--- src/hw/rtl/smm_ram.sv ---
// smm_ram: generic single write port, single read port RAM with registered read
// no dependencies
`default_nettype none

module smm_ram #(
  parameter int unsigned WIDTH = 32,
  parameter int unsigned DEPTH = 64,
  localparam int unsigned ADDR_W = (DEPTH > 1) ? $clog2(DEPTH) : 1
) (
  input  wire logic              clk_i,
  input  wire logic              we_i,
  input  wire logic [ADDR_W-1:0] waddr_i,
  input  wire logic [WIDTH-1:0]  wdata_i,
  input  wire logic [ADDR_W-1:0] raddr_i,
  output logic      [WIDTH-1:0]  rdata_o
);

  logic [WIDTH-1:0] mem_q [DEPTH];

  // write port
  always_ff @(posedge clk_i) begin
    if (we_i) begin
      mem_q[waddr_i] <= wdata_i;
    end
  end

  // registered read port
  always_ff @(posedge clk_i) begin
    rdata_o <= mem_q[raddr_i];
  end

endmodule

`default_nettype wire

--- config.mk ---
export PLATFORM = sky130hd
export DESIGN_NAME = smm_ram
export DESIGN_NICKNAME = d
export VERILOG_FILES = /design/src/hw/rtl/smm_ram.sv
export SDC_FILE = /design/constraint.sdc
export NUM_CORES = 2
export LEC_CHECK = 0
export BUFFER_PORTS_ARGS = -buffer_cell sky130_fd_sc_hd__clkbuf_2
export CORE_MARGIN = 10
export CORE_UTILIZATION = 28
export DETAILED_ROUTE_END_ITERATION = 7
export MAX_ROUTING_LAYER = met4
export SLEW_MARGIN = 5
export SYNTH_ARGS = -nofsm -noshare
export SYNTH_HDL_FRONTEND = slang
export SYNTH_SLANG_ARGS = --single-unit
--- constraint.sdc ---
create_clock -name clk_i -period 4 [get_ports clk_i]
set_clock_uncertainty 0.05 [all_clocks]
set_input_delay 0.4 -clock clk_i [delete_from_list [all_inputs] [get_ports clk_i]]
set_output_delay 0.4 -clock clk_i [all_outputs]
set_load 0.005 [all_outputs]
=== Yosys cells after proc, flatten, opt, wreduce, memory -nomap -nowiden ===
Memories as Yosys holds them, arrays and structs flattened. A register that Yosys moved wholly into a read port is not among the register bits.
Cells that the tools add are included.

* Register bits: 0
* Memory bits (writable): 2048
* Input port bits: 46
* Output and inout bits: 32
* Word-level logic and storage cells: 3
* Memories kept: 1

{| class="wikitable"
|+ Memories
! memory !! words !! bits a word !! read ports !! clocked after Yosys merged registers in !! wr ports !! RTL line !! source
|-
| mem_q || 64 || 32 || 1 || 1 || 1 || 18 || <nowiki>logic [WIDTH-1:0] mem_q [DEPTH];</nowiki>
|}

* Muxes and demuxes: 2

{| class="wikitable"
|+ Operators with widths
! operator !! count
|-
| $mux W1 || 2
|}

=== Logic depth before layout (Yosys ltp) ===
* Depth after elaboration: 2
* Mapped depth: 10
* Mapped depth without buffers: 5

=== Least setup slack after synthesis ===
OpenSTA, ideal clock, no wires.

* Kind: input -> register
* Start point: in waddr_i[3]
* End point: mem mem_q[48][0], enable pin
* Setup time: 0.461 ns
* Arrival: 3.099 ns
* Data required time: 3.489 ns
* Path slack: 0.390 ns
* Stages: 4
* Path buffers: 1
* Cells stage by stage: clkbuf_1 > nor2b_1 > nand4b_1 > nor3_1

{| class="wikitable"
|+ RTL lines
! what !! RTL line !! source
|-
| start: declaration || 12 || <nowiki>input wire logic [ADDR_W-1:0] waddr_i,</nowiki>
|-
| end: declaration || 18 ||
|}

No word-level cell before the write port.

==> impl.org <==
** Cells and area
- Fraction of final layout cells with drive strength greater than 1 :: 0.314
- Final std cell area, no fill :: 0.0921 mm²
- # fillers :: 26100
- Sequential cell area in the final layout :: 0.0621 mm²
- Leading cell type in the layout, fill and taps excluded :: sky130_fd_sc_hd__edfxtp_1
- Summing all multi-input logic gate instances after layout gives 0.0160 mm².
- For this run, the post-layout net count is 3679.
- Highest-count cells in the layout ignoring fill and taps :: sky130_fd_sc_hd__edfxtp_1 (2048), sky130_fd_sc_hd__mux4_2 (544), sky130_fd_sc_hd__clkbuf_16 (205), sky130_fd_sc_hd__buf_4 (156), sky130_fd_sc_hd__mux2i_1 (93)
- Final Util :: 0.330
- Compared with the post-synthesis result, the final layout area differs by 17.3%.

** Global routing
- All-Layer GR Usage :: 0.138
- Entering global routing, the biggest net connects 65 pins.
- The first global-routing pass estimated 294000 µm of wire.
- Number of antenna violations at the first check in global routing :: 15
- Grt total ovfl :: 0
- The number of global-route vias before repair came to 38000.

** Route
- Overall via count from detail_route :: 37200
- Wire length per cell after detailed routing :: 27.6 µm
- Summed over all layers, the routed wires come to 208000 µm.
- Detailed-route vias per instance :: 4.93
- Pre-antenna DRT Iters :: 5
- Once detail routing completed, the nets flagged for antenna violations numbered 0.
- For this run, design rule violations remaining after detail routing come to 0.
- Initial DRC Count :: 4684

** Pwr
- Total power for the finished layout comes to 45.6 mW.
- For this design the total switching power over the nets is 9.76 mW.
- Of the total power, the share spent switching nets is 0.214.
- Part of the total power dissipated in the clock network :: 0.420
- Maximum VDD drop :: 0.000484 V
- Of the total power, combinational logic draws 0.049.
- Cell internal power was estimated by the tool at 35.9 mW.
- For this design the static power due to leakage is 28.2 nW.
- Of the total power, registers draw 0.531.
- Dividing total power by cell area gives a power density of 495 mW/mm².

** Floorplanning
- Number of rows in the core area :: 194
- 78 I/O pins were placed.
- Effective utilization at floorplan :: 0.281
- The region available for standard cell placement spans 0.279 mm².
- Overall die area :: 0.302 mm²
- DIE WIDTH :: 550 µm
- Die H :: 550 µm

** STA
- Normalized max-slew margin :: 0.122
- Setup repair after global routing missed its margin :: false
- Setup-violating endpoint count in the final report :: 0
- Final-layout worst hold slack :: 0.0887 ns
- Max Fclk :: 0.390 GHz
- Max-slew violation count :: 0
- Time the worst path needs with I/O delays and setup :: 2.56 ns
- Final total negative setup slack :: 0 ns
- For the pin with the worst max-slew slack, the measured transition is 1.32 ns.
- Hold violation count in the final report :: 0
- Final period utilization :: 0.640

** Worst hold path
- The path with the worst hold slack has its endpoint at mem_q[8][4].
- The tightest min-delay check is of the input pin to flop type.
- Along the worst hold path, the cell count comes to 1.
- HP Start :: wdata_i[4]

** Logic synthesis
- Mapped Nets :: 3370
- Summing every instance area after synthesis gives 0.0785 mm².
- Synthesis produced 3324 cells.
- Sequential-to-total area share from yosys stat :: 0.791
- Synthesis inferred 2080 register bits.
- Count of synthesis-stage warnings from yosys :: 0
- Counting distinct cell types in the post-synthesis netlist gives 34.
- Mean instance size in the synthesized netlist :: 23.6 µm²

** Clock tree
- Clock-pin slew was measured on the worst setup and hold paths at 0.06 ns.
- Number of buffers inserted to repair setup after CTS :: 0
- TritonCTS clock tree :: yes
- No sink is reached through more buffers than the 3 on the longest clock path.
- In this run, post-CTS hold repair placed 6 buffers.
- In this run, post-CTS repair resized a total of 0 instances.
- In this run the clock root is driven by a sky130_fd_sc_hd__clkbuf_16.
- Sink Count :: 2080
- Number of H-tree branching levels :: 4
- Later-pin clock latency in the skew report :: 0.85 ns
- TritonCTS created 203 clock buffers.

** Placed design
- Number of I/O port buffers :: 77
- Half-perimeter wire length after detailed placement :: 120000 µm
- Area after detailed placement :: 0.0853 mm²
- At the end of routability-driven placement, the weighted congestion stood at 0.759.

** Setup path
- Maximum fanout along the worst path :: 63
- In this run the critical register-to-register path is captured at rdata_o[5].
- Startpoint-to-endpoint class of the critical path :: input pin to flop
- The worst register-to-register path has a depth of 4.
- In this run the critical register-to-register path is launched from mem_q[43][5].
- The worst setup path is captured at a flop.
- Kind of launch point of the worst setup path :: input pin
- Data required time at the worst endpoint :: 4.65 ns
- The setup check on the worst reg-to-reg path leaves a slack of 1.56 ns.
- Data arrives at the worst endpoint at 3.21 ns.

** Outcome
- Result of the run :: completed

** Flow run
- Maximum Capacitance Violations :: 0
[Yosys cell counts, drive strengths merged]
library cell	instances	area share
and2	2	0.00016
nor2	137	0.0065
a311oi	8	0.00089
nor2b	15	0.0012
clkbuf	74	0.0035
o32ai	4	0.00045
mux2i	93	0.012
nand3b	5	0.00048
a21oi	62	0.0040
a31oi	1	0.000080
o221ai	27	0.0030
nor3	7	0.00045
buf	108	0.0077
nand2	26	0.0012
nand2b	8	0.00064
o22ai	84	0.0067
or3b	5	0.00056
nand4b	1	0.00011
dfxtp	32	0.0082
or2	3	0.00024
mux4	544	0.16
a22oi	12	0.0011
nand4	2	0.00016
a41o	4	0.00051
nand3	5	0.00032
or3	3	0.00024
edfxtp	2048	0.78
and3	4	0.00032
[sequential cells by signal, indices dropped and copies added, names as in the netlist]
register / flops
mem_q: 2048
rdata_o: 32
[critical path, stage by stage]
cell and delay (ns):
sky130_fd_sc_hd__buf_8 0.51, sky130_fd_sc_hd__buf_4 0.49, sky130_fd_sc_hd__mux4_2 0.55, sky130_fd_sc_hd__o221ai_1 0.18
sky130_fd_sc_hd__a21oi_1 0.19, sky130_fd_sc_hd__a21oi_1 0.62, sky130_fd_sc_hd__nor2_1 0.09
[power by group through the flow]
stage	Combinational [mW]	Clock (mW)	Sequential, mW
final	2.22	19.2	24.3
after global routing	2.37	20.4	24.3
after CTS	2.27	19.5	24.3
after detailed placement	2.26	0	24.7
after global placement	2.23	0	24.7
after floorplan	1.17	0	24.6
[per-layer routing]
layer | up-vias | wire (µm) | track usage
met3 | 288 | 15300 | 0.0242
met1 | 20400 | 85100 | 0.183
li1 | 14900 | - | -
met2 | 1536 | 103000 | 0.222
met5 | - | 0 | -
met4 | 0 | 5090 | 0.0355
[area by class of cell]
class | instances | area share
clock inverter | 141 | 0.0157
sequential | 2080 | 0.674
timing repair buffer | 286 | 0.0282
clock buffer | 240 | 0.0575
antenna | 12 | 0.000326
tap | 3724 | 0.0506
multi-input combinational | 1062 | 0.173
[how the worst max path moves through the flow]
stage / start / endpoint / cells after the start
floorplan: waddr_i[3] / mem_q[48][0] / 4
global placement: raddr_i[1] / rdata_o[5] / 6
detailed placement: raddr_i[1] / rdata_o[5] / 6
CTS: raddr_i[0] / rdata_o[2] / 8
global route: raddr_i[0] / rdata_o[2] / 8
finish: raddr_i[1] / rdata_o[2] / 7
[logic make-up after synthesis]
family                 count (synthesis)  share of synthesized area
buffers and inverters                182                     0.0113
AO/OA/AOI/OAI                        202                     0.0167
multiplexers                         637                      0.168
AND/OR/NAND/NOR                      223                     0.0127
flip-flops                          2080                      0.791
[per-stage QoR]
| stage | setup WS (ns) | cells |
|---|---|---|
| floorplan | 0.390 | 3324 |
| global placement | 0.497 | 7146 |
| detailed placement | 0.504 | 7146 |
| CTS | 1.43 | 7533 |
| global route | 1.39 | 7540 |
| finish | 1.44 | 7545 |
Note: power is estimated with default switching activity, not from simulation.
