$ cat src/hw/rtl/smm_pkg.sv
// smm_pkg: shared types and constants of the square matrix multiplier
// no dependencies; used by smm_mac, smm_ctrl, the top and the checker by scoped names
`default_nettype none

package smm_pkg;

  // build defaults
  localparam int unsigned MAX_DIM_DEFAULT    = 8;
  localparam int unsigned ELEM_WIDTH_DEFAULT = 32;

  // port field widths
  localparam int unsigned IDX_FIELD_W = 3;
  localparam int unsigned VAL_FIELD_W = 32;
  localparam int unsigned OP_W        = 2;
  localparam int unsigned IN_DATA_W   = 40;  // row, col, value, padded to bytes
  localparam int unsigned OUT_DATA_W  = 40;  // out_row, out_col, product, padded
  localparam int unsigned APB_ADDR_W  = 3;
  localparam int unsigned APB_DATA_W  = 32;
  localparam int unsigned SIZE_W      = 4;

  // input operation codes (carried in tuser)
  localparam logic [OP_W-1:0] OP_LOAD_FIRST  = 2'd0;
  localparam logic [OP_W-1:0] OP_LOAD_SECOND = 2'd1;
  localparam logic [OP_W-1:0] OP_COMPUTE     = 2'd2;

  // register map: word index taken from paddr[2]
  localparam logic REG_SIZE_IN_USE = 1'b0;
  localparam logic [SIZE_W-1:0] SIZE_RESET = 4'd8;

  // issue flags from the sequencer to the multiply-accumulate unit
  typedef struct packed {
    logic vld;    // a pair of operands is being read
    logic first;  // first term of a dot product
    logic last;   // final term of a dot product
  } mac_ctl_t;

endpackage

`default_nettype wire

$ cat src/hw/rtl/smm_mac.sv
// smm_mac: shared multiply-accumulate unit, operands from the two element RAMs
// depends on smm_pkg (mac_ctl_t)
`default_nettype none

module smm_mac #(
  parameter int unsigned ELEM_WIDTH = smm_pkg::ELEM_WIDTH_DEFAULT
) (
  input  wire logic                  clk_i,
  input  wire logic                  rst_ni,
  input  wire smm_pkg::mac_ctl_t     issue_i,  // flags at read address time
  input  wire logic [ELEM_WIDTH-1:0] a_i,      // RAM data, the cycle after issue
  input  wire logic [ELEM_WIDTH-1:0] b_i,
  output logic      [ELEM_WIDTH-1:0] acc_o,
  output logic                       done_o    // acc_o holds a finished sum
);

  smm_pkg::mac_ctl_t rd_q, mul_q;
  logic [ELEM_WIDTH-1:0]   prod_q, acc_q, acc_d;
  logic [2*ELEM_WIDTH-1:0] prod_full;
  logic                    done_q;

  // flags follow the RAM read latency, then the multiplier register
  always_ff @(posedge clk_i or negedge rst_ni) begin
    if (!rst_ni) begin
      rd_q   <= '0;
      mul_q  <= '0;
      done_q <= 1'b0;
    end else begin
      rd_q   <= issue_i;
      mul_q  <= rd_q;
      done_q <= mul_q.vld && mul_q.last;
    end
  end

  // multiplier stage, only the low bits matter under wrapping
  assign prod_full = a_i * b_i;

  always_ff @(posedge clk_i) begin
    if (rd_q.vld) begin
      prod_q <= prod_full[ELEM_WIDTH-1:0];
    end
  end

  // accumulate, restarting on the first term
  always_comb begin
    acc_d = acc_q;
    if (mul_q.vld) begin
      acc_d = (mul_q.first ? '0 : acc_q) + prod_q;
    end
  end

  always_ff @(posedge clk_i) begin
    acc_q <= acc_d;
  end

  assign acc_o  = acc_q;
  assign done_o = done_q;

endmodule

`default_nettype wire

$ cat config.mk
export PLATFORM = sky130hd
export DESIGN_NAME = smm_mac
export DESIGN_NICKNAME = d
export VERILOG_FILES = /design/src/hw/rtl/smm_pkg.sv /design/src/hw/rtl/smm_mac.sv
export SDC_FILE = /design/constraint.sdc
export NUM_CORES = 1
export LEC_CHECK = 0
export BUFFER_PORTS_ARGS = -buffer_cell sky130_fd_sc_hd__buf_2
export CORE_MARGIN = 1.5
export CORE_UTILIZATION = 65
export CTS_CLUSTER_DIAMETER = 30
export DETAILED_ROUTE_END_ITERATION = 10
export PLACE_DENSITY = 0.84
export SYNTH_ARGS = -nofsm -noshare
export SYNTH_HDL_FRONTEND = slang
export SYNTH_SLANG_ARGS = --single-unit
$ cat constraint.sdc
create_clock -name clk_i -period 3.83 [get_ports clk_i]
set_clock_uncertainty 0.05 [all_clocks]
set_input_delay 0.1915 -clock clk_i [delete_from_list [all_inputs] [get_ports clk_i]]
set_output_delay 0.1915 -clock clk_i [all_outputs]
set_load 0.1 [all_outputs]
# ---- Word level (Yosys, flattened, before mapping)
# Index checks and enable logic that the tools add are counted.
dict set report classes {
  add_sub_neg 1
  n_mul 1
  n_mux 1
  reduce_logical 1
}
# cell count
set op_table {}
lappend op_table {{$add 32x32->32} 1}
lappend op_table {{$mul 32x32->32} 1}
lappend op_table {{$mux 32} 1}
lappend op_table {{$logic_and 1x1->1} 1}
dict set report word_totals {
  ff_bits 71
  out_inout_bits 33
  elab_cells 13
}

# ---- Logic depth before layout (Yosys ltp)
# Gate-level depths: netlist of run 1.
dict set report depth {
  depth_word 2
  depth_mapped 27
  mapped_depth_nobuf 24
}

# ---- Worst setup path after synthesis of run 1
# Ideal clock, no wire load.
dict set report synth_timing {
  path_type {input to register}
  startpoint {in a_i[12]}
  endpoint {reg prod_q[30] (data pin)}
  setup_time_ns 0.263
  arrival_ns 6.460
  setup_slack_ns -2.943
  stages 26
  cell_sequence {clkbuf_1 > clkbuf_1 > nand2_1 > fa_1 > inv_1 > fa_1 > inv_1 > fa_1 > fa_1 > inv_1 > fa_1 > inv_1 > fa_1 > fa_1 > fa_1 > inv_1 > ha_1 > clkbuf_1 > and3_1 > nor2b_1 > nand3_1 > nand3_1 > a31oi_2 > o21ai_1 > o41ai_2 > xnor2_1}
}
dict set report synth_via {
  elab_chain_len 1
}
# item line
set synth_rtl {}
lappend synth_rtl {{start, declared} smm_mac.sv:11} ;# input wire logic [ELEM_WIDTH-1:0] a_i,
lappend synth_rtl {{$mul 32x32->32} smm_mac.sv:36} ;# assign prod_full = a_i * b_i;
lappend synth_rtl {{named net prod_full[30]} smm_mac.sv:19} ;# logic [2*ELEM_WIDTH-1:0] prod_full;
lappend synth_rtl {{end signal, assigned} smm_mac.sv:40} ;# prod_q <= prod_full[ELEM_WIDTH-1:0];
lappend synth_rtl {{end, declared} smm_mac.sv:18} ;# logic [ELEM_WIDTH-1:0] prod_q, acc_q, acc_d;
# The timed path passes the listed nets, and every way through them passes these cells.
# A chain may end at the register's enable or synchronous reset.

# ---- Worst setup path in the final report of run 1
dict set report layout_timing {
  startpoint {in b_i[15]}
  endpoint {reg prod_q[28] (data pin)}
}
dict set report layout_via {
  elab_chain_len 1
}
# item line
set layout_rtl {}
lappend layout_rtl {{start, declared} smm_mac.sv:12} ;# input wire logic [ELEM_WIDTH-1:0] b_i,
lappend layout_rtl {{$mul 32x32->32} smm_mac.sv:36}
lappend layout_rtl {{named net prod_full[28]} smm_mac.sv:19}
# The timed path passes the listed nets, and every way through them passes these cells.

==> results of run 1 <==
==> area by class of cell <==
cell class	count	area, µm²
sequential	71	2100
timing repair buffer	360	2970
clock buffer	10	229
inverter	404	1520
tap	390	488
clock inverter	6	85.1
fill	1477	5610
multi-input combinational	1501	16600
antenna	1	2.50
==> cells by family (layout without fill, tap and decap cells) <==
group,Yosys count,count (layout)
compound gates,149,149
xor+xnor,113,113
fa+ha+maj,563,563
buf+inv,494,780
flops,71,71
mux,2,2
other cells,0,1
simple gates,674,674
==> per-layer routing <==
| layer | global-route usage (%) | up-vias | wire, µm |
|---|---|---|---|
| met4 | 19.4 | 4 | 5590 |
| met1 | 46.1 | 8160 | 21800 |
| met3 | 9.54 | 467 | 7570 |
| met5 | 0 | - | 80 |
| met2 | 64.4 | 1400 | 30400 |
| li1 | - | 6781 | - |
==> cells in the final DEF, fill, tap and decap left out, drive strengths merged, types with 14 or more instances in the layout <==
cell type  netlist  routed
buf              0     355
and2           274     274
inv            404     404
a21oi           47      47
ha             154     154
fa             409     409
nand3           14      14
edfxtp          64      64
nor2b           38      38
nor2            32      32
xnor2           90      90
xor2            23      23
o21ai           22      22
a21o            24      24
nand2          276     276
==> flip-flops by register name, summed over array words and instances (netlist names) <==
signal / cells
done_o: 1
rd_q: 3
acc_o: 32
prod_q: 32
mul_q: 3
==> final timing paths <==
| check | start | end | slack (ns) | depth (start not counted) |
|---|---|---|---|---|
| setup / recovery | b_i[15] | prod_q[28]$_DFFE_PP_ | -3.05 | 27 |
| hold / removal | rst_ni | rd_q[1]$_DFF_PN0_ | 0.16 | 2 |
| setup reg to reg | mul_q[1]$_DFF_PN0_ | acc_o[29]$_DFFE_PP_ | 0.31 | 12 |
| hold reg to reg | rd_q[1]$_DFF_PN0_ | mul_q[1]$_DFF_PN0_ | 0.31 | 0 |
| max in group asynchronous | rst_ni | mul_q[0]$_DFF_PN0_ | 3.42 | 2 |
| min in group clk_i | rd_q[1]$_DFF_PN0_ | mul_q[1]$_DFF_PN0_ | 0.31 | 0 |
==> per-stage QoR <==
stage	TNS, ns	instances	setup WS, ns
2_1_floorplan	-44.39	2066	-2.48
4_1_cts	-46.82	2735	-2.43
6_report	-54.01	2743	-3.05
5_1_grt	-55.93	2742	-3.18
3_5_place_dp	-59.21	2696	-2.93
3_3_place_gp	-55.48	2696	-2.76
==> timing repair <==
action                                 in CTS  in global routing
cloned                                      1                  0
setup buffers                              18                 15
hold buffers                                4                  0
setup endpoints to repair                  26                 26
pin swaps                                  92                 78
endpoints found under the hold margin      10                  0
resized for setup                         134                103
==> metrics.yaml, run 1 <==
outcome: "finished with violations"
violations: "negative setup slack"
cts_tree: "done"
fmax_mhz: 145
yosys.area.top_type: "fa_1"
clock_latency_ns: 0.34
gp_congestion: 0.935
grt_pass1_vias: 17583
tightest_slew_ns: 0.830
cts_root_buf: "clkbuf_16"
die_area_um2: 31100
synth-seq-area-share_pct: 10.7
cp.arrival_ns: 6.92
htree_levels: 3
cpMostUsedCell: "fa_1"
via_per_inst: 6.13
layout_setup_ws_ns: -3.05
ys_async_sr_fraction_pct: 9.86
synthAdderAreaFrac_pct: 51.8
postRouteAntennaNets: 0
yosysWarningCount: 0
worstPathMaxFanout: 8
hp-class: "input pin to asynchronous set/reset pin"
synth.avg_cell_area_um2: 9.45
yosys-top-cells-count: "409 x fa_1, 404 x inv_1, 276 x nand2_1"
drt_wl_total_um: 65400
synth.cell_area_um2: 19500
port_buffers: 101
clockBufferDepth: 2
synth_top_cells_by_area: "fa_1 42%, ha_1 9.9%, edfxtp_1 9.8%, and2_1 8.8%, inv_1 7.8%"
path_buf_inv: 9
fp-row-count: 63
drv_slew: 0
nNetsFinal: 2979
overflow: 0
layout-drive-gt1-share_pct: 23.3
syn_nets: 2698
dieWidth_um: 176
core_area_um2: 29600
clock_sinks: 71
rsz0062_at_grt: "true"
slew-limit-headroom_pct: 44.7
critPathKind: "input pin to flop"
synth.most_common_cell: "fa_1"
synth_top_area_share_pct: 42.0
antenna_found_initial: 2
wl_per_cell_um: 23.9
synth_top_family_by_area: "adder cells"
start_util_pct: 66.0
final_util_pct: 81.0
cp_top_family: "adder cells"
synth_mux_area_share_pct: 0.103
hpwl_um: 43500
drt_iter0_drc: 1718
synth-main-ff-cell: "edfxtp_1"
synthSimpleGateAreaFrac_pct: 17.6
syn_to_final_growth_pct: 22.7
cts_buffers: 9
ys_seq_elements: 71
grt_use_total_pct: 38.4
synth_edf_count: 64
dr_total_vias: 16812
fp.dieH_um: 176
crit_required_ns: 3.87
path_clk_slew_ns: 0.06
hold_viol_final: 0
ys_types: 54
drt_pre_antenna_iters: 8
fin_crit_ns: 6.88
cp-end-kind: "flop"
boundaryPins: 102
min_period_over_period_pct: 180
critPathLaunchType: "input pin"
grt_first_pass_wirelength_um: 90800
grt_max_degree: 34
synth_compound_area_share_pct: 5.17
synth_xor_area_share_pct: 5.07
cap_violations: 0
stdcell_area_um2: 24000
postSynthCellCount: 2066
slowest_delay_ns: 0.69
whs_ns: 0.160
critPathSlowestCell: "fa_1"
finalSetupViolations: 25
drc_errors: 0
placed_area_um2: 22400
Power of run 1 is left out: the tool's default activity adds up to more than one toggle a clock period on the data nets, which glitch-free logic cannot reach.
==> run 2: changes to the inputs <==
--- a/config.mk
+++ b/config.mk
@@ -7,10 +7,9 @@
 export LEC_CHECK = 0
 export BUFFER_PORTS_ARGS = -buffer_cell sky130_fd_sc_hd__buf_2
 export CORE_MARGIN = 1.5
-export CORE_UTILIZATION = 65
+export CORE_UTILIZATION = 45
 export CTS_CLUSTER_DIAMETER = 30
 export DETAILED_ROUTE_END_ITERATION = 10
-export PLACE_DENSITY = 0.84
 export SYNTH_ARGS = -nofsm -noshare
 export SYNTH_HDL_FRONTEND = slang
 export SYNTH_SLANG_ARGS = --single-unit
==> run 2 against run 1 <==
Compared with the run above:
- the run still ends with negative setup slack left
- sequential share of layout area down 0.25 points
- design area up 3.0%
- die area up 44%
- maximum frequency up 11%
- wire length down 17%
- final cell count up 8.0%
- count of clock-buffer cells in the layout down 1
- core utilization down 24 points
- critical path depth down 6
- critical path type unchanged
==> metrics.yaml, run 2 (synthesis results as in run 1) <==
outcome: "finished with violations"
violations: "negative setup slack"
nNetsFinal: 3004  # +0.84%
grt_first_pass_wirelength_um: 87400  # -3.8%
hpwl_um: 44900  # +3.1%
gp_congestion: 0.894  # -4.3%
critPathLaunchType: "input pin"
fmax_mhz: 161  # +11%
cts_root_buf: "clkbuf_16"
antenna_found_initial: 0  # -2
hp-class: "input pin to asynchronous set/reset pin"
cp-end-kind: "flop"
mostFrequentLayoutCell: "inv_1"
cts_buffers: 9  # unchanged
start_util_pct: 45.5  # -21 points
fin_crit_ns: 6.21  # -0.666 ns
drt_pre_antenna_iters: 5  # -3
port_buffers: 101  # unchanged
clockBufferDepth: 2  # unchanged
via_per_inst: 4.98  # -19%
cp.arrival_ns: 6.26  # -0.66 ns
slowest_delay_ns: 0.58  # -0.11 ns
syn_to_final_growth_pct: 26.4
placed_area_um2: 22800  # +1.9%
slew-limit-headroom_pct: 48.4  # +3.7 points
fp-row-count: 76  # +21%
htree_levels: 3  # unchanged
crit_required_ns: 3.87  # about the same
dr_total_vias: 14754  # -12%
tightest_slew_ns: 0.768  # -0.0622 ns
whs_ns: 0.159  # -0.00173 ns
clock_latency_ns: 0.34  # about the same
clock_sinks: 71  # unchanged
layout-drive-gt1-share_pct: 25.0  # +1.7 points
grt_max_degree: 34  # unchanged
rsz0062_at_grt: "true"
hold_viol_final: 0  # unchanged
dieWidth_um: 211  # +20%
finalSetupViolations: 24  # -4.0%
drt_wl_total_um: 54400  # -17%
overflow: 0  # unchanged
layout_setup_ws_ns: -2.38  # +0.666 ns
critPathSlowestCell: "fa_2"
placedCellCount: 2902  # +7.6%
core_area_um2: 42900  # +45%
stdcell_area_um2: 24700  # +3.0%
path_cells: "buf_8 > buf_12 > buf_4 > buf_4 > and2_4 > fa_2 > fa_2 > inv_1 > fa_1 > fa_2 > inv_1 > fa_2 > fa_1 > fa_1 > fa_1 > ha_1 > a21o_1 > or2_2 > a211o_1 > a21oi_2 > xnor2_2"
boundaryPins: 102  # unchanged
cap_violations: 0  # unchanged
cts_tree: "done"
fp.dieH_um: 211  # +20%
critPathKind: "input pin to flop"
layout.cells.non_filler: 2963  # +8.0%
drv_slew: 0  # unchanged
path_buf_inv: 6  # -3
min_period_over_period_pct: 162  # -17 points
worstPathMaxFanout: 7  # -1
die_area_um2: 44600  # +44%
wl_per_cell_um: 18.4  # -23%
grt_use_total_pct: 25.6  # -13 points
postRouteAntennaNets: 0  # unchanged
drt_iter0_drc: 741  # -57%
cp_top_family: "adder cells"
path_clk_slew_ns: 0.06  # about the same
drc_errors: 0  # unchanged
grt_pass1_vias: 16208  # -7.8%
layout_common_cells: "377 x inv_1, 363 x fa_1, 270 x nand2_1, 242 x and2_1, 225 x buf_4"
-- run 2: what timing repair did --
| item | in CTS | in global routing |
|---|---|---|
| buffers inserted | 32 | 7 |
| hold endpoints to repair | 10 | 0 |
| resized for setup | 226 | 81 |
| pin swaps | 134 | 94 |
| cloned | 0 | 3 |
| hold buffers | 4 | 0 |
| endpoints found under the setup margin | 25 | 26 |
-- run 2: worst paths after layout --
check	start	to	slack, ns	cells after the start
max	a_i[6]	prod_q[31]$_DFFE_PP_	-2.38	21
min	rst_ni	mul_q[0]$_DFF_PN0_	0.16	2
max reg2reg	mul_q[1]$_DFF_PN0_	acc_o[29]$_DFFE_PP_	0.31	11
min reg2reg	rd_q[0]$_DFF_PN0_	mul_q[0]$_DFF_PN0_	0.30	0
max in group asynchronous	rst_ni	rd_q[1]$_DFF_PN0_	3.42	2
min in group clk_i	rd_q[0]$_DFF_PN0_	mul_q[0]$_DFF_PN0_	0.30	0
-- run 2: area by class of cell --
cell class	instances	area, µm²
Multi-Input combinational cell	1501	16500
Antenna cell	1	2.50
Timing Repair Buffer	385	3510
Sequential cell	71	2100
Tap cell	585	732
Fill cell	3706	18200
Clock buffer	9	225
Inverter	404	1520
Clock inverter	7	72.6
-- run 2: routing by layer --
metal / vias up / GRT usage [%] / share of wire [%]
met2: 408 / 43.8 / 48
met5: - / 0 / 0
met3: 101 / 1.43 / 3.9
met4: 0 / 8.28 / 3.7
li1: 6841 / - / -
met1: 7404 / 34.9 / 44
-- run 2: stage by stage --
stage	TNS (ns)	setup WS, ns	util [%]
after floorplan	-44.39	-2.48	-
after CTS	-43.13	-2.39	56.4
after global routing	-48.26	-2.57	57.5
after global placement	-55.16	-2.92	53.1
final	-44.36	-2.38	57.5
after detailed placement	-56.85	-3.01	53.1
Power of run 2 is left out for the same reason.
