[config.mk]
export PLATFORM = sky130hd
export DESIGN_NAME = smm_ctrl
export DESIGN_NICKNAME = d
export VERILOG_FILES = /design/src/hw/rtl/smm_pkg.sv /design/src/hw/rtl/smm_ctrl.sv
export SDC_FILE = /design/constraint.sdc
export NUM_CORES = 1
export LEC_CHECK = 0
export BUFFER_PORTS_ARGS = -buffer_cell sky130_fd_sc_hd__buf_2
export CAP_MARGIN = 20
export CORE_UTILIZATION = 43
export DETAILED_ROUTE_END_ITERATION = 12
export GPL_TIMING_DRIVEN = 0
export PLACE_DENSITY = 0.74
export SLEW_MARGIN = 20
export SYNTH_ARGS = -nofsm -noshare
export SYNTH_HDL_FRONTEND = slang
export SYNTH_SLANG_ARGS = --single-unit
[constraint.sdc]
create_clock -name clk_i -period 1.32 [get_ports clk_i]
set_input_delay 0.132 -clock clk_i [delete_from_list [all_inputs] [get_ports clk_i]]
set_output_delay 0.132 -clock clk_i [all_outputs]
set_load 0.05 [all_outputs]
[src/hw/rtl/smm_pkg.sv]
// smm_pkg: shared types and constants of the square matrix multiplier
// no dependencies; used by smm_mac, smm_ctrl, the top and the checker by scoped names
`default_nettype none

package smm_pkg;

  // build defaults
  localparam int unsigned MAX_DIM_DEFAULT    = 8;
  localparam int unsigned ELEM_WIDTH_DEFAULT = 32;

  // port field widths
  localparam int unsigned IDX_FIELD_W = 3;
  localparam int unsigned VAL_FIELD_W = 32;
  localparam int unsigned OP_W        = 2;
  localparam int unsigned IN_DATA_W   = 40;  // row, col, value, padded to bytes
  localparam int unsigned OUT_DATA_W  = 40;  // out_row, out_col, product, padded
  localparam int unsigned APB_ADDR_W  = 3;
  localparam int unsigned APB_DATA_W  = 32;
  localparam int unsigned SIZE_W      = 4;

  // input operation codes (carried in tuser)
  localparam logic [OP_W-1:0] OP_LOAD_FIRST  = 2'd0;
  localparam logic [OP_W-1:0] OP_LOAD_SECOND = 2'd1;
  localparam logic [OP_W-1:0] OP_COMPUTE     = 2'd2;

  // register map: word index taken from paddr[2]
  localparam logic REG_SIZE_IN_USE = 1'b0;
  localparam logic [SIZE_W-1:0] SIZE_RESET = 4'd8;

  // issue flags from the sequencer to the multiply-accumulate unit
  typedef struct packed {
    logic vld;    // a pair of operands is being read
    logic first;  // first term of a dot product
    logic last;   // final term of a dot product
  } mac_ctl_t;

endpackage

`default_nettype wire

[src/hw/rtl/smm_ctrl.sv]
// smm_ctrl: sequencer walking i, j, k over the product and handing results out
// depends on smm_pkg (mac_ctl_t)
`default_nettype none

module smm_ctrl #(
  parameter int unsigned MAX_DIM = smm_pkg::MAX_DIM_DEFAULT,
  localparam int unsigned IDX_W  = (MAX_DIM > 1) ? $clog2(MAX_DIM) : 1,
  localparam int unsigned DEPTH  = MAX_DIM * MAX_DIM,
  localparam int unsigned ADDR_W = (DEPTH > 1) ? $clog2(DEPTH) : 1
) (
  input  wire logic              clk_i,
  input  wire logic              rst_ni,
  input  wire logic              start_i,     // compute item accepted
  input  wire logic [IDX_W-1:0]  nm1_i,       // dimension minus one
  input  wire logic              acc_done_i,
  input  wire logic              out_free_i,  // output register can take a result
  output logic                   idle_o,
  output smm_pkg::mac_ctl_t      issue_o,
  output logic      [ADDR_W-1:0] a_addr_o,
  output logic      [ADDR_W-1:0] b_addr_o,
  output logic                   emit_o,
  output logic      [IDX_W-1:0]  row_o,
  output logic      [IDX_W-1:0]  col_o,
  output logic                   last_o
);

  localparam logic [1:0] ST_IDLE  = 2'd0;
  localparam logic [1:0] ST_ISSUE = 2'd1;
  localparam logic [1:0] ST_DRAIN = 2'd2;
  localparam logic [1:0] ST_EMIT  = 2'd3;

  logic [1:0]       state_q, state_d;
  logic [IDX_W-1:0] i_q, i_d, j_q, j_d, k_q, k_d;
  logic             k_last, j_last, i_last;

  assign k_last = (k_q == nm1_i);
  assign j_last = (j_q == nm1_i);
  assign i_last = (i_q == nm1_i);

  // operand addresses: first[i][k] and second[k][j]
  assign a_addr_o = ADDR_W'(i_q) * ADDR_W'(MAX_DIM) + ADDR_W'(k_q);
  assign b_addr_o = ADDR_W'(k_q) * ADDR_W'(MAX_DIM) + ADDR_W'(j_q);

  // next state and counters
  always_comb begin
    state_d       = state_q;
    i_d           = i_q;
    j_d           = j_q;
    k_d           = k_q;
    issue_o       = '0;
    emit_o        = 1'b0;
    unique case (state_q)
      ST_IDLE: begin
        if (start_i) begin
          state_d = ST_ISSUE;
        end
      end
      ST_ISSUE: begin
        issue_o.vld   = 1'b1;
        issue_o.first = (k_q == '0);
        issue_o.last  = k_last;
        if (k_last) begin
          k_d     = '0;
          state_d = ST_DRAIN;
        end else begin
          k_d = k_q + 1'b1;
        end
      end
      ST_DRAIN: begin
        if (acc_done_i) begin
          state_d = ST_EMIT;
        end
      end
      ST_EMIT: begin
        if (out_free_i) begin
          emit_o = 1'b1;
          if (j_last) begin
            j_d = '0;
            if (i_last) begin
              i_d     = '0;
              state_d = ST_IDLE;
            end else begin
              i_d     = i_q + 1'b1;
              state_d = ST_ISSUE;
            end
          end else begin
            j_d     = j_q + 1'b1;
            state_d = ST_ISSUE;
          end
        end
      end
      default: state_d = ST_IDLE;
    endcase
  end

  always_ff @(posedge clk_i or negedge rst_ni) begin
    if (!rst_ni) begin
      state_q <= ST_IDLE;
      i_q     <= '0;
      j_q     <= '0;
      k_q     <= '0;
    end else begin
      state_q <= state_d;
      i_q     <= i_d;
      j_q     <= j_d;
      k_q     <= k_d;
    end
  end

  assign idle_o = (state_q == ST_IDLE);
  assign row_o  = i_q;
  assign col_o  = j_q;
  assign last_o = i_last && j_last;

endmodule

`default_nettype wire

Yosys cells after proc, flatten, opt, wreduce, memory -nomap -nowiden
Index checks and enable logic that the tools add are counted.
{"block": "word_totals", "output_inout_bits": 24, "reg_bits": 11, "memories": 0, "latchBits": 0, "elab_cells": 38, "ram_bits": 0, "rom_bits": 0}
{"block": "op_classes", "bitwise_logic": 0, "muxes": 13, "n_mul": 0, "div": 0, "add_sub_neg": 5, "shifts": 0, "magnitude_cmp": 0, "n_reduce_logical": 6, "eq_ne": 10}
{"cell": "$add 6x3->6", "count": 2}
{"cell": "$mux 3", "count": 4}
{"cell": "$mux 2", "count": 5}
{"cell": "$add 3x1->3 const B", "count": 3}
{"cell": "$eq 3x3->1", "count": 3}
{"cell": "$ne 2x2->1 const B", "count": 4}
{"cell": "$pmux 2 s4", "count": 1}
{"cell": "$eq 2x2->1 const B", "count": 2}
{"cell": "$reduce_and 4->1", "count": 1}
{"cell": "$logic_not 3->1", "count": 1}
{"cell": "$mux 1", "count": 3}
{"cell": "$reduce_and 3->1", "count": 1}
{"cell": "$eq 2x1->1 const B", "count": 1}
{"cell": "$logic_not 2->1", "count": 1}
{"cell": "$reduce_and 2->1", "count": 1}
{"cell": "$logic_and 1x1->1", "count": 1}

Logic depth before layout (Yosys ltp)
Gate-level depths: netlist of run 1.
{"block": "logic_depth", "depth_word": 5, "depth_mapped": 6, "depth_no_buf": 6}

Worst setup path before layout of run 1
No wires, ideal clock.
{"block": "synth_timing", "path_kind": "reg2out", "startpoint": "register state_q[1]", "endpoint": "output issue_o[1] in the netlist's numbering", "setup_slack_ns": -0.577, "t_arrival_ns": 1.765, "t_required_ns": 1.188, "stages_incl_launch_ff": 5, "path_cell_list": "dfrtp_1 inv_1 ha_1 clkbuf_1 and3b_1"}
{"item": "from (decl)", "line_no": "smm_ctrl.sv:32", "text": "logic [1:0] state_q, state_d;"}
{"item": "from (signal assigned)", "line_no": "smm_ctrl.sv:103", "text": "state_q <= state_d;"}
{"item": "to (decl)", "line_no": "smm_ctrl.sv:18", "text": "output smm_pkg::mac_ctl_t issue_o,"}

==> results of run 1 <==
## layout make-up
class                   count  area share
plain buffers              10      0.0525
clock buffers               4      0.0160
inverters                  11      0.0274
multi-input cells          59       0.405
flip-flops and latches     11       0.175
well taps                  25      0.0190
repair buffers             61       0.305
## state kept, by name, summed over array words and instances (netlist names)
name / count
col_o: 3
row_o: 3
k_q: 3
state_q: 2
## repair_timing
item	4_1_cts	5_1_grt
hold endpoints to repair	11	0
endpoints found under the setup margin	12	23
hold buffers	1	0
setup buffers	25	5
pin swaps	13	12
resized for setup	31	34
## per-stage QoR
step           worst slack, ns   util  TNS [ns]  cell area, um^2
2_1_floorplan           -0.253      -     -1.34              942
3_3_place_gp            -0.263  0.626    -0.897             1130
3_5_place_dp            -0.290  0.626     -1.02             1130
4_1_cts                 -0.192  0.832     -1.25             1500
5_1_grt                 -0.389  0.913     -3.20             1640
6_report                -0.354  0.913     -2.63             1640
## kinds of logic after synthesis
family                   Yosys count
AND/OR/NAND/NOR                   23
adder cells (fa/ha/maj)            9
multiplexers                       3
flip-flops                        11
XOR/XNOR                           9
AO/OA/AOI/OAI                     15
buffers and inverters             21
## layer usage
layer / up-vias / part of all wire
met4: 0 / 0.041
met1: 494 / 0.38
met2: 70 / 0.50
li1: 435 / -
met5: - / 0
met3: 16 / 0.075
## synth_stat cells (all sizes together) (2+ instances only)
master	n	area, um^2
xnor2	9	86.3
nor2	5	18.8
a21oi	2	13.8
nand3	7	50.1
buf	9	67.6
dfrtp	11	275
ha	9	113
nand2	5	18.8
a211o	2	17.5
inv	11	41.3
mux2	2	22.5
o21ai	7	35.0
## worst reg2reg max path, cell delays in order (launching register included)
cell	delay, ns
dfrtp_2	0.47
xnor2_2	0.25
buf_4	0.17
nand3_2	0.09
a21oi_2	0.23
mux2_4	0.32
## final timing paths
check                           cells after the start        from          to
min in group clk_i                                  4  out_free_i    col_o[1]
max in group asynchronous                           2      rst_ni  state_q[0]
worst max register to register                      5      k_q[1]  state_q[1]
worst min register to register                      1    row_o[2]    row_o[2]
worst min-delay path                                2      rst_ni      k_q[0]
worst max-delay path                                4      k_q[1]  issue_o[0]
==> metrics.txt, run 1 <==
port buffer count=31; xor/xnor cell area share of the yosys netlist=0.101; initial antenna violation count=0; Final ANT Viol Nets=0; grt total ovfl=0; CTS tree=yes; Clk Latency, worst-skew pair=between 0.2 and 0.3 ns; Initial Util=0.474; CTS buffer count=3; die width=around 47 um; post-route setup slack=-0.354 ns; die area=2170 um^2; Root Driver=clkbuf_4; Post-synth EDFFs=0; most frequent cells in the layout=buf_4, buf_2, buf_6; clk slew on worst S/H paths=0.08 ns; Final Critical Period=1.67 ns; Simple-Gate Fraction of Synth Area=0.155; post-synthesis compound-gate area fraction=0.120; Area Overhead vs Synth=92.4%; FF+latch area=288 um^2; filler cell count=69; n_diodes=0; Synth Register Bits=11; slowest CP cell=dfrtp_2; number of setup violations in the final report=17; final net count=174; FF-to-FF setup slack=-0.33 ns; Fin Hold WS=between 0.2 and 0.3 ns; WS Path Type=reg -> out; clock tree buffer depth=2; critical path, cell by cell=xnor2_2, and3_4, and2_4, buf_8; Slew @ Worst Pin=0.405 ns; multi-input logic area=666 um^2; max cap viols=0; Synth Area in Adders=0.132; area of the mapped netlist=855 um^2; Crit path buffers/inverters=1; Final Max Tran Viols=0; number of H-tree levels=1; first-pass GRT wire length=4000 um; share of cells above drive strength 1=0.724; most common cell after layout, fill and taps aside=buf_4; Post-synth top flop=dfrtp_1; Avg Cell Area, Syn=about 9.4 um^2; CP Capture Type=output pin; core area=~1800 um^2; Worst Path Arrival=1.54 ns; Inst Count DP=147; Post-Layout Cell Count=between 150 and 200; vias=1015; status=finished, violations left; die height=46.6 um; Post-route DRC=0; Max Freq=597 MHz; clock sink total=11; RSZ-0062 raised after global routing=true; CP Max Fanout=4; DR WL/cell=20.3 um; met2 Usage GRT=0.478; count of cell types in the netlist=27; Worst path top cell family by delay=flip-flops; ys async rst share=1.00; GPL Wtd Cong=0.738; Synth Net Count=108; I/O pins=32; Clock Skew=0.00572 ns; Vias/cell=5.61; drt pass-1 iters=4; busiest metal layer after global routing=met2; sequential fraction of the synthesis area=0.322; Max-slew headroom=0.727; Worst Path Required=between 1 and 1.5 ns; Slowest Stage Delay on Critical Path=0.47 ns; final hold vios=0; Post-Synthesis Cells=91; min-delay worst type=in -> async; met3 Use GR=0.0471; mux cell area share after synthesis=0.0381; Tcrit/Tclk final=1.27; number of global-route vias before repair=around 930; CP Launch Type=flop; gr usage total=0.264; grt met1 use=0.289; failing checks=negative setup slack; cell row count=15; Iteration-0 DRC Markers=37; largest net degree at the start of global routing=12; largest family of logic cells by synthesized area=simple AND/OR/NAND/NOR gates; Synthesis Warnings=0; drt total wl=3670 um
Power of run 1 is left out: the tool's default activity adds up to more than one toggle a clock period on the data nets, which glitch-free logic cannot reach.
==> run 2, diff against run 1 <==
--- a/config.mk
+++ b/config.mk
@@ -7,10 +7,10 @@
 export LEC_CHECK = 0
 export BUFFER_PORTS_ARGS = -buffer_cell sky130_fd_sc_hd__buf_2
 export CAP_MARGIN = 20
-export CORE_UTILIZATION = 43
+export CORE_UTILIZATION = 32
 export DETAILED_ROUTE_END_ITERATION = 12
 export GPL_TIMING_DRIVEN = 0
-export PLACE_DENSITY = 0.74
+export MAX_ROUTING_LAYER = met4
 export SLEW_MARGIN = 20
 export SYNTH_ARGS = -nofsm -noshare
 export SYNTH_HDL_FRONTEND = slang
==> metrics.txt, run 2 (synthesized netlist as in run 1, its figures left out) <==
Hold Crit Depth=3; number of global-route vias before repair=796 (-14%); vias=832 (-18%); FF-to-FF setup slack=-0.17 ns (+0.16 ns); Initial Util=0.342 (-0.132); hpwl dp=about 1400 um; I/O pins=32 (unchanged); CTS buffer count=3 (unchanged); Inst Count DP=152 (+3.4%); gr usage total=0.183 (-0.0812); clock tree buffer depth=2 (unchanged); most frequent cells in the layout=buf_4, buf_2, buf_6; reg-to-reg startpoint=state_q[1]; Post-Layout Cell Count=180 (-0.55%); min-delay worst type=in -> reg; Area Overhead vs Synth=85.2%; RSZ-0062 raised after global routing=true; max cap viols=0 (unchanged); number of setup violations in the final report=13 (-4); initial antenna violation count=0 (unchanged); clock sink total=11 (unchanged); final hold vios=0 (unchanged); core area=2500 um^2 (+39%); Vias/cell=4.62 (-18%); port buffer count=31 (unchanged); most common cell after layout, fill and taps aside=buf_4; grt total ovfl=0 (unchanged); final net count=168 (-3.4%); Reg2Reg Depth=6 (+1); WS Path Type=reg -> out; Final ANT Viol Nets=0 (unchanged); drt pass-1 iters=4 (unchanged); n_diodes=0 (unchanged); Root Driver=clkbuf_4; Hold EP=col_o[1]; first-pass GRT wire length=3520 um (-12%); Final Critical Period=1.53 ns (-0.145 ns); post-route setup slack=-0.210 ns (+0.145 ns); number of H-tree levels=1 (unchanged); Final Max Tran Viols=0 (unchanged); cell row count=18 (+3); Max Freq=654 MHz (+9.5%); CP Max Fanout=2 (-2); failing checks=negative setup slack; die area=2880 um^2 (+33%); status=finished, violations left; CP Launch Type=flop; GPL Wtd Cong=0.791 (+7.2%); hold_sp=out_free_i; share of cells above drive strength 1=0.727 (+0.00231); die height=53.7 um (+15%); Iteration-0 DRC Markers=5 (-86%); Clock Skew=0.00729 ns (+0.00157 ns); Fin Hold WS=0.215 ns (-0.0516 ns); Worst Path Required=1.19 ns (about the same); Slew @ Worst Pin=0.281 ns (-0.123 ns); r2r endpoint=state_q[1]; Max-slew headroom=0.812 (+0.0851); CP Capture Type=output pin; Worst Path Arrival=1.40 ns (-0.14 ns); Tcrit/Tclk final=1.16 (-0.110); DR WL/cell=12.4 um (-39%); drt total wl=2230 um (-39%); Post-route DRC=0 (unchanged); Clk Latency, worst-skew pair=0.28 ns (about the same); largest net degree at the start of global routing=12 (unchanged); clk slew on worst S/H paths=0.08 ns (about the same); CTS tree=yes; die width=53.7 um (+15%)
==> run 2: critical path, stage by stage, from the launching register on <==
cell and delay, ns:
dfrtp_2 0.43, xnor2_2 0.19, and3_4 0.21, and2_4 0.14, buf_8 0.13
==> run 2: cell type report <==
cell class | instances | area, um^2
timing repair buffer | 55 | 450
multi-input combinational | 59 | 647
inverter | 11 | 47.5
buffer | 10 | 86.3
tap | 30 | 37.5
clock buffer | 4 | 26.3
sequential | 11 | 288
fill | 199 | 917
==> run 2: worst max-delay path by stage <==
stage                           from         end  cells past startpoint
final                         k_q[2]  issue_o[0]                      4
after global routing          k_q[0]  issue_o[0]                      4
after CTS                 state_q[1]  state_q[1]                      7
after detailed placement  state_q[0]  state_q[1]                      6
after global placement    state_q[0]  state_q[1]                      6
after floorplan           state_q[1]    row_o[2]                      5
==> run 2: stage by stage <==
step / cell area, um^2 / utilization / setup TNS (ns) / setup WS (ns)
5_1_grt: 1580 / 0.633 / -2.27 / -0.260
3_3_place_gp: 1130 / 0.454 / -0.977 / -0.275
4_1_cts: 1430 / 0.571 / -1.46 / -0.219
3_5_place_dp: 1130 / 0.454 / -1.15 / -0.297
2_1_floorplan: 942 / - / -1.34 / -0.253
6_report: 1580 / 0.633 / -1.23 / -0.210
==> run 2: repair_timing <==
item                                    in CTS  in global routing
gates resized for setup                     28                 37
hold buffers                                 1                  0
endpoints found under the setup margin      13                 22
endpoints found under the hold margin       11                  0
pin swaps                                    9                 10
cloned                                       0                  0
setup buffers                               19                  4
==> run 2: per-layer routing <==
| layer | global-route usage | part of all wire | vias to the layer above | wire [um] |
|---|---|---|---|---|
| met5 | - | 0 | - | 0 |
| met4 | 0.0526 | 0.012 | 0 | 27 |
| met3 | 0.0593 | 0.054 | 4 | 121 |
| met2 | 0.321 | 0.54 | 25 | 1200 |
| met1 | 0.193 | 0.40 | 384 | 883 |
| li1 | - | - | 419 | - |
Power of run 2 is left out for the same reason.
